File: config.mk
export PLATFORM = sky130hd
export DESIGN_NAME = oed_cell
export DESIGN_NICKNAME = d
export VERILOG_FILES = /design/src/rtl/oed_pkg.sv /design/src/rtl/oed_cell.sv
export SDC_FILE = /design/constraint.sdc
export NUM_CORES = 1
export LEC_CHECK = 0
export ABC_AREA = 1
export BUFFER_PORTS_ARGS = -buffer_cell sky130_fd_sc_hd__buf_2
export CAP_MARGIN = 20
export CORE_MARGIN = 1.5
export CORE_UTILIZATION = 52
export CTS_CLUSTER_SIZE = 14
export DETAILED_ROUTE_END_ITERATION = 7
export PLACE_DENSITY = 0.8
export SLEW_MARGIN = 5
export SYNTH_ARGS = -nofsm -noshare
export SYNTH_HDL_FRONTEND = slang
export SYNTH_SLANG_ARGS = --single-unit
File: constraint.sdc
create_clock -name clk_i -period 7.2 [get_ports clk_i]
set_input_delay 0.72 -clock clk_i [delete_from_list [all_inputs] [get_ports clk_i]]
set_output_delay 0.72 -clock clk_i [all_outputs]
set_load 0.05 [all_outputs]
File: src/rtl/oed_pkg.sv
// ----------------------------------------------------------------------------
// oed_pkg
// shared types and constants of the optimal string alignment distance block
// ----------------------------------------------------------------------------
package oed_pkg;

  localparam int unsigned MAX_LEN_DEF = 64;
  localparam int unsigned VAL_W_DEF   = $clog2(MAX_LEN_DEF + 1);
  localparam int unsigned DIST_MAX    = 127;

  typedef enum logic [1:0] {
    OP_APPEND_FIRST  = 2'd0,
    OP_APPEND_SECOND = 2'd1,
    OP_COMPUTE       = 2'd2
  } opcode_e;

  // row token travelling along the cell chain
  typedef struct packed {
    logic       vld;
    logic       first;
    logic       last;
    logic [7:0] a;
    logic [7:0] a_prev;
  } ctl_t;

endpackage

File: src/rtl/oed_cell.sv
// ----------------------------------------------------------------------------
// oed_cell
// one column of the distance table: holds one byte of the second string and
// updates its column value once per row token passing through
// ----------------------------------------------------------------------------
module oed_cell
  import oed_pkg::*;
#(
  parameter int unsigned ValW = VAL_W_DEF
) (
  input  logic            clk_i,
  input  logic            rst_ni,
  input  logic            clear_i,
  input  logic [ValW-1:0] col_i,
  input  logic            swap_en_i,
  input  logic            b_we_i,
  input  logic [7:0]      b_i,
  input  logic [7:0]      b_prev_i,
  output logic [7:0]      b_o,
  input  ctl_t            ctl_i,
  input  logic [ValW-1:0] val_i,
  input  logic [ValW-1:0] dfw_i,
  output ctl_t            ctl_o,
  output logic [ValW-1:0] val_o,
  output logic [ValW-1:0] dfw_o
);

  logic [7:0]      b_q;
  logic            vld_q;
  ctl_t            pay_q;
  logic [ValW-1:0] val_q;
  logic [ValW-1:0] lp_q;
  logic [ValW-1:0] t_q;
  logic [ValW-1:0] dfw_q;

  logic [ValW:0] up1;
  logic [ValW:0] left1;
  logic [ValW:0] diag1;
  logic [ValW:0] swap1;
  logic [ValW:0] m0;
  logic [ValW:0] m1;
  logic [ValW:0] best;
  logic          swap;

  always_comb begin
    up1   = {1'b0, val_q} + (ValW+1)'(1);
    left1 = {1'b0, val_i} + (ValW+1)'(1);
    diag1 = {1'b0, lp_q} + (ValW+1)'(ctl_i.a != b_q);
    swap1 = {1'b0, t_q} + (ValW+1)'(1);
    swap  = swap_en_i && !ctl_i.first && (ctl_i.a == b_prev_i) && (ctl_i.a_prev == b_q);
    m0    = (up1 < left1) ? up1 : left1;
    m1    = (m0 < diag1) ? m0 : diag1;
    best  = (swap && (swap1 < m1)) ? swap1 : m1;
  end

  always_ff @(posedge clk_i or negedge rst_ni) begin
    if (!rst_ni) begin
      vld_q <= 1'b0;
    end else if (clear_i) begin
      vld_q <= 1'b0;
    end else begin
      vld_q <= ctl_i.vld;
    end
  end

  always_ff @(posedge clk_i) begin
    if (b_we_i) begin
      b_q <= b_i;
    end
    if (clear_i) begin
      val_q <= col_i + ValW'(1);
      lp_q  <= col_i;
    end else if (ctl_i.vld) begin
      val_q <= best[ValW-1:0];
      lp_q  <= val_i;
      t_q   <= dfw_i;
      dfw_q <= lp_q;
      pay_q <= ctl_i;
    end
  end

  always_comb begin
    ctl_o     = pay_q;
    ctl_o.vld = vld_q;
  end

  assign b_o   = b_q;
  assign val_o = val_q;
  assign dfw_o = dfw_q;

endmodule

-- Word level (Yosys, flattened, before mapping)
Index checks and enable logic that the tools add are counted.
- bits in writable memories: 0
- ROM bits: 0
- bits of input ports: 61
- word-level logic and storage cells: 37
- output and inout bits: 41
- register bits after elaboration: 55
- bits in latches: 0
- memories: 0
- shift operators: 0
- multiply operators: 0
- add/subtract/negate cells: 5
- eq/ne operators: 3
- bitwise gates (word level): 1
- mux-type cells: 8
- div/mod/pow operators: 0
- reductions and logical operators: 7
- order comparisons: 3
- operators by type and width (operator ; count):
    $mux W7 ; 5
    $add A7 B1 Y8 const B ; 3
    $lt A8 B8 Y1 ; 3
    $eq A8 B8 Y1 ; 2
    $mux W8 ; 2
    $add A7 B1 Y8 ; 1
    $ne A8 B8 Y1 ; 1
    $add A7 B1 Y7 const B ; 1
    $logic_and A1 B1 Y1 ; 4
    $reduce_and A2 Y1 ; 1
    $reduce_bool A2 Y1 ; 1
    $logic_not A1 Y1 ; 1
    $mux W1 ; 1
    $not A1 Y1 ; 1

-- Longest topological paths before layout
- word-level depth: 10
- depth in mapped cells: 37
- mapped depth without buffers: 35

-- Worst setup path after synthesis
No wires, ideal clock.
- path type: register to register
- start point: register val_q[0] (netlist: val_o[0])
- end point: register val_q[0] (netlist: val_o[0]) (data pin)
- path slack: 1.646 ns
- stages on the path, launching flop included: 34
- period minus slack after synthesis: 5.554 ns
- data required time: 6.948 ns
- arrival: 5.302 ns
- library setup time: 0.252 ns
- buffers on the path: 2
- cells stage by stage: edfxtp_1 ha_1 nand2_1 nor2_1 nand2_1 xor2_1 inv_1 ha_1 nand2_1 o21a_1 nand2_2 inv_1 clkbuf_1 nand2_1 o21ai_0 ha_1 a21oi_1 nor2_1 a211oi_1 nand2_2 buf_2 nand2_1 o21ai_0 ha_1 a21oi_1 nor2_1 a221oi_1 nand3_1 nor3_1 nand2_4 nand2_2 nand2_1 nand2_1 nand2_1
- longest elaborated chain between the ends: 10
- ends and longest elaborated chain (item ; RTL line ; source):
    start: declaration ; oed_cell.sv:31 ; logic [ValW-1:0] val_q;
    start signal: assignment ; oed_cell.sv:71 ; val_q <= col_i + ValW'(1);
    start signal: assignment ; oed_cell.sv:74 ; val_q <= best[ValW-1:0];
    $add A7 B1 Y8 * ; oed_cell.sv:46 ; up1 = {1'b0, val_q} + (ValW+1)'(1);
    $lt A8 B8 Y1 ; oed_cell.sv:51 ; m0 = (up1 < left1) ? up1 : left1;
    $mux W8 * ; oed_cell.sv:51 ;
    $lt A8 B8 Y1 ; oed_cell.sv:52 ; m1 = (m0 < diag1) ? m0 : diag1;
    $mux W8 * ; oed_cell.sv:52 ;
    $lt A8 B8 Y1 ; oed_cell.sv:53 ; best = (swap && (swap1 < m1)) ? swap1 : m1;
    $logic_and A1 B1 Y1 ; oed_cell.sv:53 ;
    $mux W7 * ; oed_cell.sv:53 ;
    $mux W7 * ; oed_cell.sv:73 ; end else if (ctl_i.vld) begin
    $mux W7 * ; oed_cell.sv:70 ; if (clear_i) begin
Every way passes the cells marked *; elsewhere a longest branch is shown, timed or not. The select of a mux whose other input is x is not followed.
A chain may end at the register's enable or synchronous reset.

-- Worst setup path after layout
- start point: input port val_i[2]
- end point: register val_q[0] (netlist: val_o[0]) (data pin)
- longest elaborated chain between the ends: 10
- ends and longest elaborated chain (item ; RTL line ; source):
    start: declaration ; oed_cell.sv:21 ; input logic [ValW-1:0] val_i,
    $add A7 B1 Y8 * ; oed_cell.sv:47 ; left1 = {1'b0, val_i} + (ValW+1)'(1);
    $lt A8 B8 Y1 ; oed_cell.sv:51 ;
    $mux W8 * ; oed_cell.sv:51 ;
    $lt A8 B8 Y1 ; oed_cell.sv:52 ;
    $mux W8 * ; oed_cell.sv:52 ;
    $lt A8 B8 Y1 ; oed_cell.sv:53 ;
    $logic_and A1 B1 Y1 ; oed_cell.sv:53 ;
    $mux W7 * ; oed_cell.sv:53 ;
    $mux W7 * ; oed_cell.sv:73 ;
    $mux W7 * ; oed_cell.sv:70 ;
Marks and branches as above.

==> metrics.yaml <==
yosys.area.top_type: "edfxtp_1"
async_flop_share_pct: 1.82
fin_tns_setup_ps: 0
report.final.slew_viol_count: 0
diodes: 0
ys_types: 31
nNetsFinal: 552
worstSetupPathType: "input port to register"
final-setup-viol-count: 0
regToRegSetupSlack_ps: 1750
crit_path_end_kind: "register"
grt_pass1_vias: 2682
pwr_density_cell_nw_per_um2: 368
finalHoldViolations: 0
pre_cts_slack_ps: 858
postLayoutCoreUtil_pct: 64.9
clockBufferDepth: 2
fp.dieH_um: 84.1
clkSinkCount: 55
drtIter0Drc: 248
grtUsageTotal_pct: 22.5
vias_per_cell: 5.24
die_w_um: 84.1
cts.htree.levels: 2
synthesis.area_um2: 3420
num_vias: 2839
fin_area_um2: 4120
yosysWarnings: 0
final_cells: 542
synth-seq-cells: 55
fp-row-count: 29
tritoncts: "yes"
gr-total-overflow: 0
worstSkewPairLatency_ps: 310
start_util_pct: 53.9
synth_top_area_share_pct: 47.4
tightestPinTransition_ps: 605
timing.final.ws_setup_ps: 1610
max_freq_mhz: 179
startpoint: "val_i[2]"
irDropWorstVdd_mv: 0.303
clk_pin_slew_ps: 100
antenna_found_initial: 0
cts_hold_buf: 0
ios: 102
startpoint_type: "input port"
synthTopCellsByArea: "edfxtp_1 (47%), ha_1 (9.9%), nand2_1 (8.2%), xor2_1 (6.4%), inv_1 (4.4%)"
worst_hold_path_type: "input port to asynchronous set/reset pin"
post_cts_buffers: 0
rr_endpoint: "val_o[0]"
arrival_ps: 5660
syn_to_final_growth_pct: 20.5
r2r_cells: 32
io_buffers: 101
syn_nets: 448
synthCells: 360
synth_most_common_cell: "nand2_1"
dp_cells: 533
die-area_um2: 7070
grt_pass1_wl_um: 12500
wl_per_cell_um: 14.3
relSlewSlack_pct: 59.6
cts_resized: 0
run_status: "complete, no violations"
r2r_start: "val_o[0]"
fin_worst_skew_ps: 4.97
cts_made_buffers: 5
drt-total-wl_um: 7770
place_area_um2: 4000
syn_avg_cell_area_um2: 9.50
crit_top_cell: "nand2_1"
power.leakage_nw: 1.94
cp_max_fo: 15
root_buffer: "clkbuf_8"
worstPathRequired_ps: 7280
drc_errors: 0
place.detailed.hpwl_um: 6350
synth_flop_cell: "edfxtp_1"
drv_cap: 0
crit_slowest_cell: "o21ai_0"
grt_max_degree: 34
seq_area_frac_synth_pct: 48.1
coreArea_um2: 6350
drive_gt1_share_pct: 27.1
slowest_delay_ps: 370
ant_nets: 0
synth.cells.most_frequent: "nand2_1 (75), edfxtp_1 (54), inv_1 (40), o21ai_0 (28), ha_1 (27)"
gp_congestion: 0.836
firstDrtPassIters: 4
rsz0062_at_grt: "false"
synth_edf_count: 54
min_period_ps: 5590
fin_crit_sh_pct: 77.6
[routing by layer]
metal	vias up	part of all wire, %	GRT usage [%]
met2	85	51	39.3
met1	1313	42	28.8
met5	-	0	0
met4	0	1.3	6.56
met3	9	5.6	3.46
li1	1432	-	-
[worst max-delay path, delay by kind of cell]
kind,cells,cell delay (ps)
fa+ha+maj,3,950
simple gates,17,1790
compound gates,7,1530
buf+inv,5,670
[where the power goes]
part / leakage [nW] / switching (mW) / internal, mW
clock network: 0.0558 / 0.101 / 0.105
logic: 1.35 / 0.581 / 0.287
registers: 0.537 / 0.0343 / 0.406
[cells by family after synthesis]
kind of cell	count (synthesis)	share of synthesized area [%]
buffers and inverters	47	5.34
adders and majority gates	27	9.88
xor gates and xnor gates	38	9.73
AOI/OAI and AO/OA	43	6.73
and+or+nand+nor	150	20.2
DFF	55	48.1
[layout make-up]
type                       instances  area [um2]
clock buffer                       6        72.6
clock inverter                     2        38.8
fill                             505        2230
inverter                          41         154
multi-input combinational        258        1590
sequential                        55        1650
tap                               77        96.3
timing repair buffer             103         520
[cell usage in the layout (no fill, tap or decap), drive strengths merged, types with 2 or more instances in the layout]
cell type / instances
and2: 2
xor2: 25
inv: 42
nand4: 3
nor3: 6
nor2: 17
edfxtp: 54
clkbuf: 7
o21ai: 28
a21oi: 10
nand2: 84
ha: 27
nand3b: 5
xnor2: 13
or2: 4
buf: 102
nand3: 26
[worst max-delay path by stage]
| stage | endpoint | cells after the start | slack (ps) |
|---|---|---|---|
| after floorplan | val_o[0] | 33 | 1650 |
| after global placement | val_o[0] | 31 | 1060 |
| after detailed placement | val_o[0] | 31 | 860 |
| after CTS | val_o[0] | 31 | 1150 |
| after global routing | val_o[0] | 32 | 970 |
| final | val_o[0] | 32 | 1610 |
[sequential cells by signal (all words and copies together) (netlist names)]
register / flops
t_q: 7
val_o: 7
vld_q: 1
ctl_o: 18
b_o: 8
dfw_o: 7
lp_q: 7
[through the flow]
| step | power (mW) | hold WS [ps] |
|---|---|---|
| after floorplan | 1.11 | 424 |
| after global placement | 1.28 | 452 |
| after detailed placement | 1.30 | 457 |
| after CTS | 1.51 | 153 |
| after global routing | 1.64 | 150 |
| final | 1.52 | 159 |
(Power assumes the default switching activity.)
