File: src/rtl/oed_ram.sv
// ----------------------------------------------------------------------------
// oed_ram
// generic simple dual port ram, one write port, one registered read port
// ----------------------------------------------------------------------------
module oed_ram #(
  parameter int unsigned Width = 8,
  parameter int unsigned Depth = 64
) (
  input  logic                     clk_i,
  input  logic                     we_i,
  input  logic [$clog2(Depth)-1:0] waddr_i,
  input  logic [Width-1:0]         wdata_i,
  input  logic                     re_i,
  input  logic [$clog2(Depth)-1:0] raddr_i,
  output logic [Width-1:0]         rdata_o
);

  logic [Width-1:0] mem_q [Depth];
  logic [Width-1:0] rdata_q;

  always_ff @(posedge clk_i) begin
    if (we_i) begin
      mem_q[waddr_i] <= wdata_i;
    end
    if (re_i) begin
      rdata_q <= mem_q[raddr_i];
    end
  end

  assign rdata_o = rdata_q;

endmodule

File: config.mk
export PLATFORM = sky130hd
export DESIGN_NAME = oed_ram
export DESIGN_NICKNAME = d
export VERILOG_FILES = /design/src/rtl/oed_ram.sv
export SDC_FILE = /design/constraint.sdc
export NUM_CORES = 1
export LEC_CHECK = 0
export BUFFER_PORTS_ARGS = -buffer_cell sky130_fd_sc_hd__buf_2
export CAP_MARGIN = 30
export CORE_ASPECT_RATIO = 1.5
export CORE_MARGIN = 4
export CORE_UTILIZATION = 45
export DETAILED_ROUTE_END_ITERATION = 6
export PLACE_DENSITY = 0.59
export SYNTH_ARGS = -nofsm -noshare
export SYNTH_HDL_FRONTEND = slang
export SYNTH_SLANG_ARGS = --single-unit
export TNS_END_PERCENT = 1
File: constraint.sdc
create_clock -name clk_i -period 6.8 [get_ports clk_i]
set_clock_uncertainty 0.2 [all_clocks]
set_input_delay 1.02 -clock clk_i [delete_from_list [all_inputs] [get_ports clk_i]]
set_output_delay 1.02 -clock clk_i [all_outputs]
set_load 0.01 [all_outputs]
# == Word-level counts from Yosys, hierarchy flattened ==
# Memory sizes are Yosys's and may differ from the RTL's. A register that Yosys moved wholly into a read port is not among the register bits.
# Index checks and enable logic that the tools add are counted.
# word_totals
ram_bits,512
output_inout_bits,8
rom_bits,0
latch_bits,0
ff_bits,0
elab_cells,3
mem_count,1
# memory_table
name,words,word_bits,read_ports,rd_clocked_by_memory_dff,wr,line_no,source
mem_q,64,8,1,1,1,18,logic [Width-1:0] mem_q [Depth];
# op_classes
magnitude_cmp,0
n_eq_ne,0
mul,0
addsub,0
muxes,2
shift,0
bitwise,0
div,0
reduce_logical,0
# op_table
cell,count
1-bit two-way mux,2

# == Longest topological paths before layout ==
# Gate-level depths: netlist of run 1.
# depth
word_depth,2
depth_mapped,9

# == Least setup slack after synthesis of run 1 ==
# Ideal clock, no wire load.
# synth_timing
path_type,input-to-reg
start,input port raddr_i[1]
end,"register rdata_q[3], in the netlist rdata_o[3], read port of mem_q, data pin"
slack_ps,3774
arrival_ps,2560
stages,7
path_buffers,3
path_cell_list,buf_4 > buf_2 > buf_2 > mux4_2 > mux4_2 > o21ai_1 > o41ai_1
# synth_rtl
element,line_no,source
"start, declared",14,"input logic [$clog2(Depth)-1:0] raddr_i,"
"end, declared",19,logic [Width-1:0] rdata_q;

==> results_dict.tcl, run 1 <==
set metrics [dict create \
    period_minus_slack_ns 3.48 \
    synth-simple-area-share 0.0337 \
    r2r_slack_ns 4.17 \
    core_area_um2 44200 \
    cts_hold_buf 0 \
    wirelength_um 44600 \
    grt_pass1_vias 9716 \
    worstSetupPathType "input port to flip-flop" \
    post-route-drc-count 0 \
    htree_levels 2 \
    n_antenna_cell 0 \
    synth_area_per_cell_um2 21.5 \
    synth_seq_cells 520 \
    crit_fanout 57 \
    start_util 0.458 \
    r2r-start "mem_q[47][2]$_DFFE_PP_" \
    synth_cells 940 \
    rsz0062_at_grt "no" \
    crit_required_ns 6.87 \
    tightest_slew_ns 0.970 \
    cts_made_buffers 45 \
    io_pins 31 \
    fp.dieW_um 181 \
    fin_crit_sh 0.512 \
    nets 1004 \
    cts_root_buffer "clkbuf_16" \
    irDropWorstVdd_uv 149 \
    yosysWarnings 0 \
    synth-compound-area-share 0.0206 \
    status "finished clean" \
    syn_nets 963 \
    clk_latency_ns 0.55 \
    slew_headroom 0.353 \
    n_fill_cell 3532 \
    setup_viol 0 \
    routedWlPerCell_um 28.1 \
    arrival_ns 3.55 \
    dpl.hpwl_um 27800 \
    holdCritStartpoint "re_i" \
    syn_area_um2 20200 \
    layout_commonest_cell "edfxtp_1" \
    place_congestion 0.782 \
    die_area_um2 48500 \
    port_buffers 30 \
    max_freq_mhz 287 \
    hold_path_depth 1 \
    drv_cap 0 \
    yosysSeqAreaShare 0.771 \
    setup_tns_ns 0 \
    grt.total_usage 0.187 \
    rows 94 \
    maxSlewViolCount 0 \
    cts_tree "yes" \
    cts_resized 0 \
    cp-startpoint "raddr_i[0]" \
    synthMuxAreaShare 0.159 \
    drt_iter0_drc 964 \
    ys_types 39 \
    route.vias.total 9291 \
    yosys.area_share.xor_xnor 0 \
    post_cts_buffers 0 \
    synth_fa_ha_area_frac 0 \
    antenna_found_initial 0 \
    path_clk_slew_ns 0.07 \
    dr.pass1.iters 5 \
    dieHeight_um 268 \
    overflow 0 \
    hold_path_class "input port to flip-flop" \
    drive_above_1_share 0.248 \
    timing.rr.end "rdata_o[2]$_DFFE_PP_" \
    power.density_nw_per_um2 289 \
    whs_endpoint "rdata_o[6]$_DFFE_PP_" \
    worstRegToRegCells 4 \
    ant_nets 0 \
    via_per_inst 5.84 \
    cts_sinks 520 \
    final_cell_mix "edfxtp_1 (520), mux4_2 (126), nor2_1 (83)" \
    synth_top_family_by_area "multiplexers" \
    cp-end-kind "flip-flop" \
    hold_viol 0 \
    p_leak_nw 6.90 \
    areaGrowthSynthToFinish_pct 11.0 \
    startpoint_type "input port" \
    grt_pass1_wl_um 66500 \
    grt_max_degree 65 \
    hold_ws_ns 0.667 \
    clock_path_buffers 3 \
]
## synthesized netlist by cell type (all sizes together)
cell type | number | area, um2
o221a | 2 | 22.5
nand3 | 13 | 65.1
o311ai | 1 | 8.76
clkbuf | 17 | 63.8
nand3b | 3 | 22.5
nand4b | 1 | 8.76
a211oi | 4 | 30.0
buf | 34 | 253
or3 | 1 | 6.26
mux2i | 23 | 230
a221oi | 6 | 52.6
o41ai | 2 | 17.5
and2 | 1 | 6.26
o221ai | 8 | 70.1
o32ai | 2 | 17.5
o22ai | 8 | 50.1
nor2 | 83 | 312
nand2 | 19 | 71.3
a2111oi | 2 | 17.5
a22oi | 3 | 22.5
a31oi | 1 | 6.26
o21ai | 4 | 20.0
a21oi | 3 | 15.0
edfxtp | 520 | 15600
nand4 | 2 | 12.5
nor2b | 14 | 87.6
o2bb2ai | 3 | 26.3
mux2 | 13 | 146
nand2b | 7 | 43.8
mux4 | 126 | 2840
o2111ai | 3 | 26.3
o21a | 2 | 15.0
nor3 | 7 | 35.0
nor4 | 2 | 12.5
## stage by stage
| step | power, W | utilization | setup slack [ns] | std cells | area [um2] |
|---|---|---|---|---|---|
| 2_1_floorplan | 0.00382 | - | 3.77 | 940 | 20200 |
| 3_3_place_gp | 0.00395 | 0.473 | 2.67 | 1507 | 20900 |
| 3_5_place_dp | 0.00396 | 0.475 | 2.66 | 1510 | 21000 |
| 4_1_cts | 0.00657 | 0.508 | 3.25 | 1590 | 22500 |
| 5_1_grt | 0.00671 | 0.508 | 3.09 | 1590 | 22500 |
| 6_report | 0.00651 | 0.508 | 3.32 | 1590 | 22500 |
## report_power, final
group | internal (W) | switching, W | leakage [nW] | total (W)
combinational | 0.000121 | 0.000202 | 1.50 | 0.000322
clock | 0.00152 | 0.00110 | 0.722 | 0.00262
sequential | 0.00355 | 0.00000874 | 4.69 | 0.00356
total | 0.00519 | 0.00131 | 6.90 | 0.00651
## routing by layer
layer / track usage / wire [um] / vias up
met4: 0.0589 / 1250 / 0
met3: 0.0295 / 2670 / 67
met5: 0 / 0 / -
met2: 0.320 / 23200 / 326
li1: - / - / 4013
met1: 0.249 / 17500 / 4885
## flip-flops by register name, indices dropped and copies added (netlist names)
name and flops:
mem_q 512, rdata_o 8
## critical path, cell delays in order
cell       delay (ns)
clkbuf_8         0.53
buf_4            0.52
mux4_2           0.58
mux4_2           0.47
nor2_1           0.12
nor3_1           0.06
o2bb2ai_1        0.13
## cells by family (layout without fill, tap and decap cells)
group           after synthesis  after routing
compound gates               54             54
buf+inv                      51            125
flops                       520            520
mux                         162            162
simple gates                153            153
## worst max path at each step
stage	endpoint	slack, ns
2_1_floorplan	rdata_o[3]$_DFFE_PP_	3.77
3_3_place_gp	rdata_o[0]$_DFFE_PP_	2.67
3_5_place_dp	rdata_o[1]$_DFFE_PP_	2.66
4_1_cts	rdata_o[0]$_DFFE_PP_	3.25
5_1_grt	rdata_o[6]$_DFFE_PP_	3.09
6_report	rdata_o[1]$_DFFE_PP_	3.32
## cell type report
class	count	area, um2	share of cell area
Clock inverter	25	322	0.0143
Sequential cell	520	15600	0.695
Multi-Input combinational cell	369	4330	0.192
Timing Repair Buffer	45	334	0.0149
Tap cell	576	721	0.0321
Clock buffer	55	1160	0.0518
No activity file was read; power rests on OpenSTA's default activity.
==> run 2, diff against run 1 <==
Clock period 6.8 ns to 3.5 ns, I/O delays scaled along.
==> run 2 against run 1 <==
Total power is 92% higher. Global-route usage is 0.56 points higher. Via count is 4.1% higher. Die area stayed put. Sequential share of layout area is 2.2 points lower. Largest power group unchanged.
==> results_dict.tcl, run 2 (synthesis results as in run 1) <==
set metrics [dict create \
    start_util 0.458 \
    arrival_ns 2.75 \
    core_area_um2 44200 \
    drt_iter0_drc 759 \
    multi_input_area_um2 4320 \
    worstRegToRegCells 6 \
    intPower_w 0.00994 \
    crit_required_ns 3.60 \
    grt_pass1_vias 10500 \
    place_congestion 0.791 \
    overflow 0 \
    holdCritStartpoint "re_i" \
    hold_path_class "input port to flip-flop" \
    rsz0062_at_grt "no" \
    routedWlPerCell_um 27.1 \
    cts_tree "yes" \
    startpoint_type "input port" \
    fp.dieW_um 181 \
    p_comb_frac 0.054 \
    r2r-start "mem_q[28][6]$_DFFE_PP_" \
    regMostFlops "mem_q" \
    slew_headroom 0.440 \
    grt.total_usage 0.192 \
    route.vias.total 9675 \
    pwr-share-clk 0.394 \
    htree_levels 2 \
    fin_crit_sh 0.758 \
    status "finished clean" \
    p_leak_nw 7.43 \
    drv_cap 0 \
    rows 94 \
    grt_pass1_wl_um 68900 \
    final_cell_mix "edfxtp_1 (520), mux4_2 (126), buf_4 (103)" \
    worstSetupPathType "input port to flip-flop" \
    io_pins 31 \
    crit_fanout 27 \
    max_freq_mhz 377 \
    n_fill_cell 3559 \
    die_area_um2 48500 \
    timing.rr.end "rdata_o[6]$_DFFE_PP_" \
    dpl.hpwl_um 30100 \
    fin_area_um2 23200 \
    hold_viol 0 \
    sw_frac_of_total 0.206 \
    p_sw_w 0.00258 \
    via_per_inst 5.73 \
    cts_sinks 520 \
    place_area_um2 21800 \
    setup_tns_ns 0 \
    drive_above_1_share 0.310 \
    layout_commonest_cell "edfxtp_1" \
    ant_nets 0 \
    nets 1101 \
    port_buffers 30 \
    post-route-drc-count 0 \
    n_antenna_cell 0 \
    setup_viol 0 \
    period_minus_slack_ns 2.65 \
    irDropWorstVdd_uv 321 \
    grt_max_degree 44 \
    hold_path_depth 1 \
    tightest_slew_ns 0.837 \
    wirelength_um 45700 \
    dr.pass1.iters 5 \
    cts_made_buffers 46 \
    whs_endpoint "rdata_o[2]$_DFFE_PP_" \
    path_clk_slew_ns 0.06 \
    cts_resized 0 \
    clock_path_buffers 3 \
    post_cts_buffers 0 \
    power.density_nw_per_um2 539 \
    cp-end-kind "flip-flop" \
    largest_register_ffs 512 \
    maxSlewViolCount 0 \
    cts_root_buffer "clkbuf_16" \
    antenna_found_initial 1 \
    layout.area.seq_um2 15600 \
    areaGrowthSynthToFinish_pct 14.7 \
    dieHeight_um 268 \
    clk_latency_ns 0.56 \
    p_seq_frac 0.552 \
    r2r_slack_ns 0.90 \
    cts_hold_buf 0 \
]
-- run 2: through the flow --
step	setup slack, ns	total power, W	std cells	util	hold WS (ns)
5_1_grt	0.786	0.0129	1689	0.525	0.129
3_3_place_gp	0.274	0.00772	1603	0.491	0.688
4_1_cts	0.849	0.0126	1689	0.525	0.139
2_1_floorplan	0.969	0.00742	940	-	0.424
3_5_place_dp	0.280	0.00774	1606	0.492	0.702
6_report	0.846	0.0125	1689	0.525	0.166
-- run 2: layout make-up --
class / count / area share
Tap cell: 576 / 0.0310
Multi-Input combinational cell: 369 / 0.186
Sequential cell: 520 / 0.672
Clock inverter: 26 / 0.00867
Timing Repair Buffer: 141 / 0.0483
Clock buffer: 57 / 0.0541
-- run 2: worst max-delay path by stage --
stage,to,startpoint,cells after the start
detailed placement,rdata_o[6]$_DFFE_PP_,raddr_i[0],8
global placement,rdata_o[6]$_DFFE_PP_,raddr_i[0],8
floorplan,rdata_o[3]$_DFFE_PP_,raddr_i[1],7
finish,rdata_o[6]$_DFFE_PP_,raddr_i[1],8
global route,rdata_o[6]$_DFFE_PP_,raddr_i[1],8
CTS,rdata_o[6]$_DFFE_PP_,mem_q[28][6]$_DFFE_PP_,6
-- run 2: routing by layer --
| layer | vias to the layer above | part of all wire | global-route usage |
|---|---|---|---|
| li1 | 4201 | - | - |
| met1 | 5106 | 0.39 | 0.244 |
| met2 | 281 | 0.53 | 0.343 |
| met3 | 85 | 0.046 | 0.0261 |
| met4 | 2 | 0.031 | 0.0682 |
| met5 | - | 0.00028 | 0 |
-- run 2: power by group through the flow --
stage | Sequential, W | Clock, W | Combinational [W]
3_5_place_dp | 0.00705 | 0 | 0.000686
2_1_floorplan | 0.00705 | 0 | 0.000368
6_report | 0.00692 | 0.00493 | 0.000675
4_1_cts | 0.00692 | 0.00504 | 0.000687
5_1_grt | 0.00692 | 0.00531 | 0.000722
3_3_place_gp | 0.00705 | 0 | 0.000668
-- run 2: critical path, stage by stage --
cell and delay (ns):
buf_4 0.34, buf_12 0.28, nand2b_1 0.40, a211oi_1 0.38, nor4_1 0.13, nor3_1 0.40
buf_4 0.20, o32ai_1 0.08
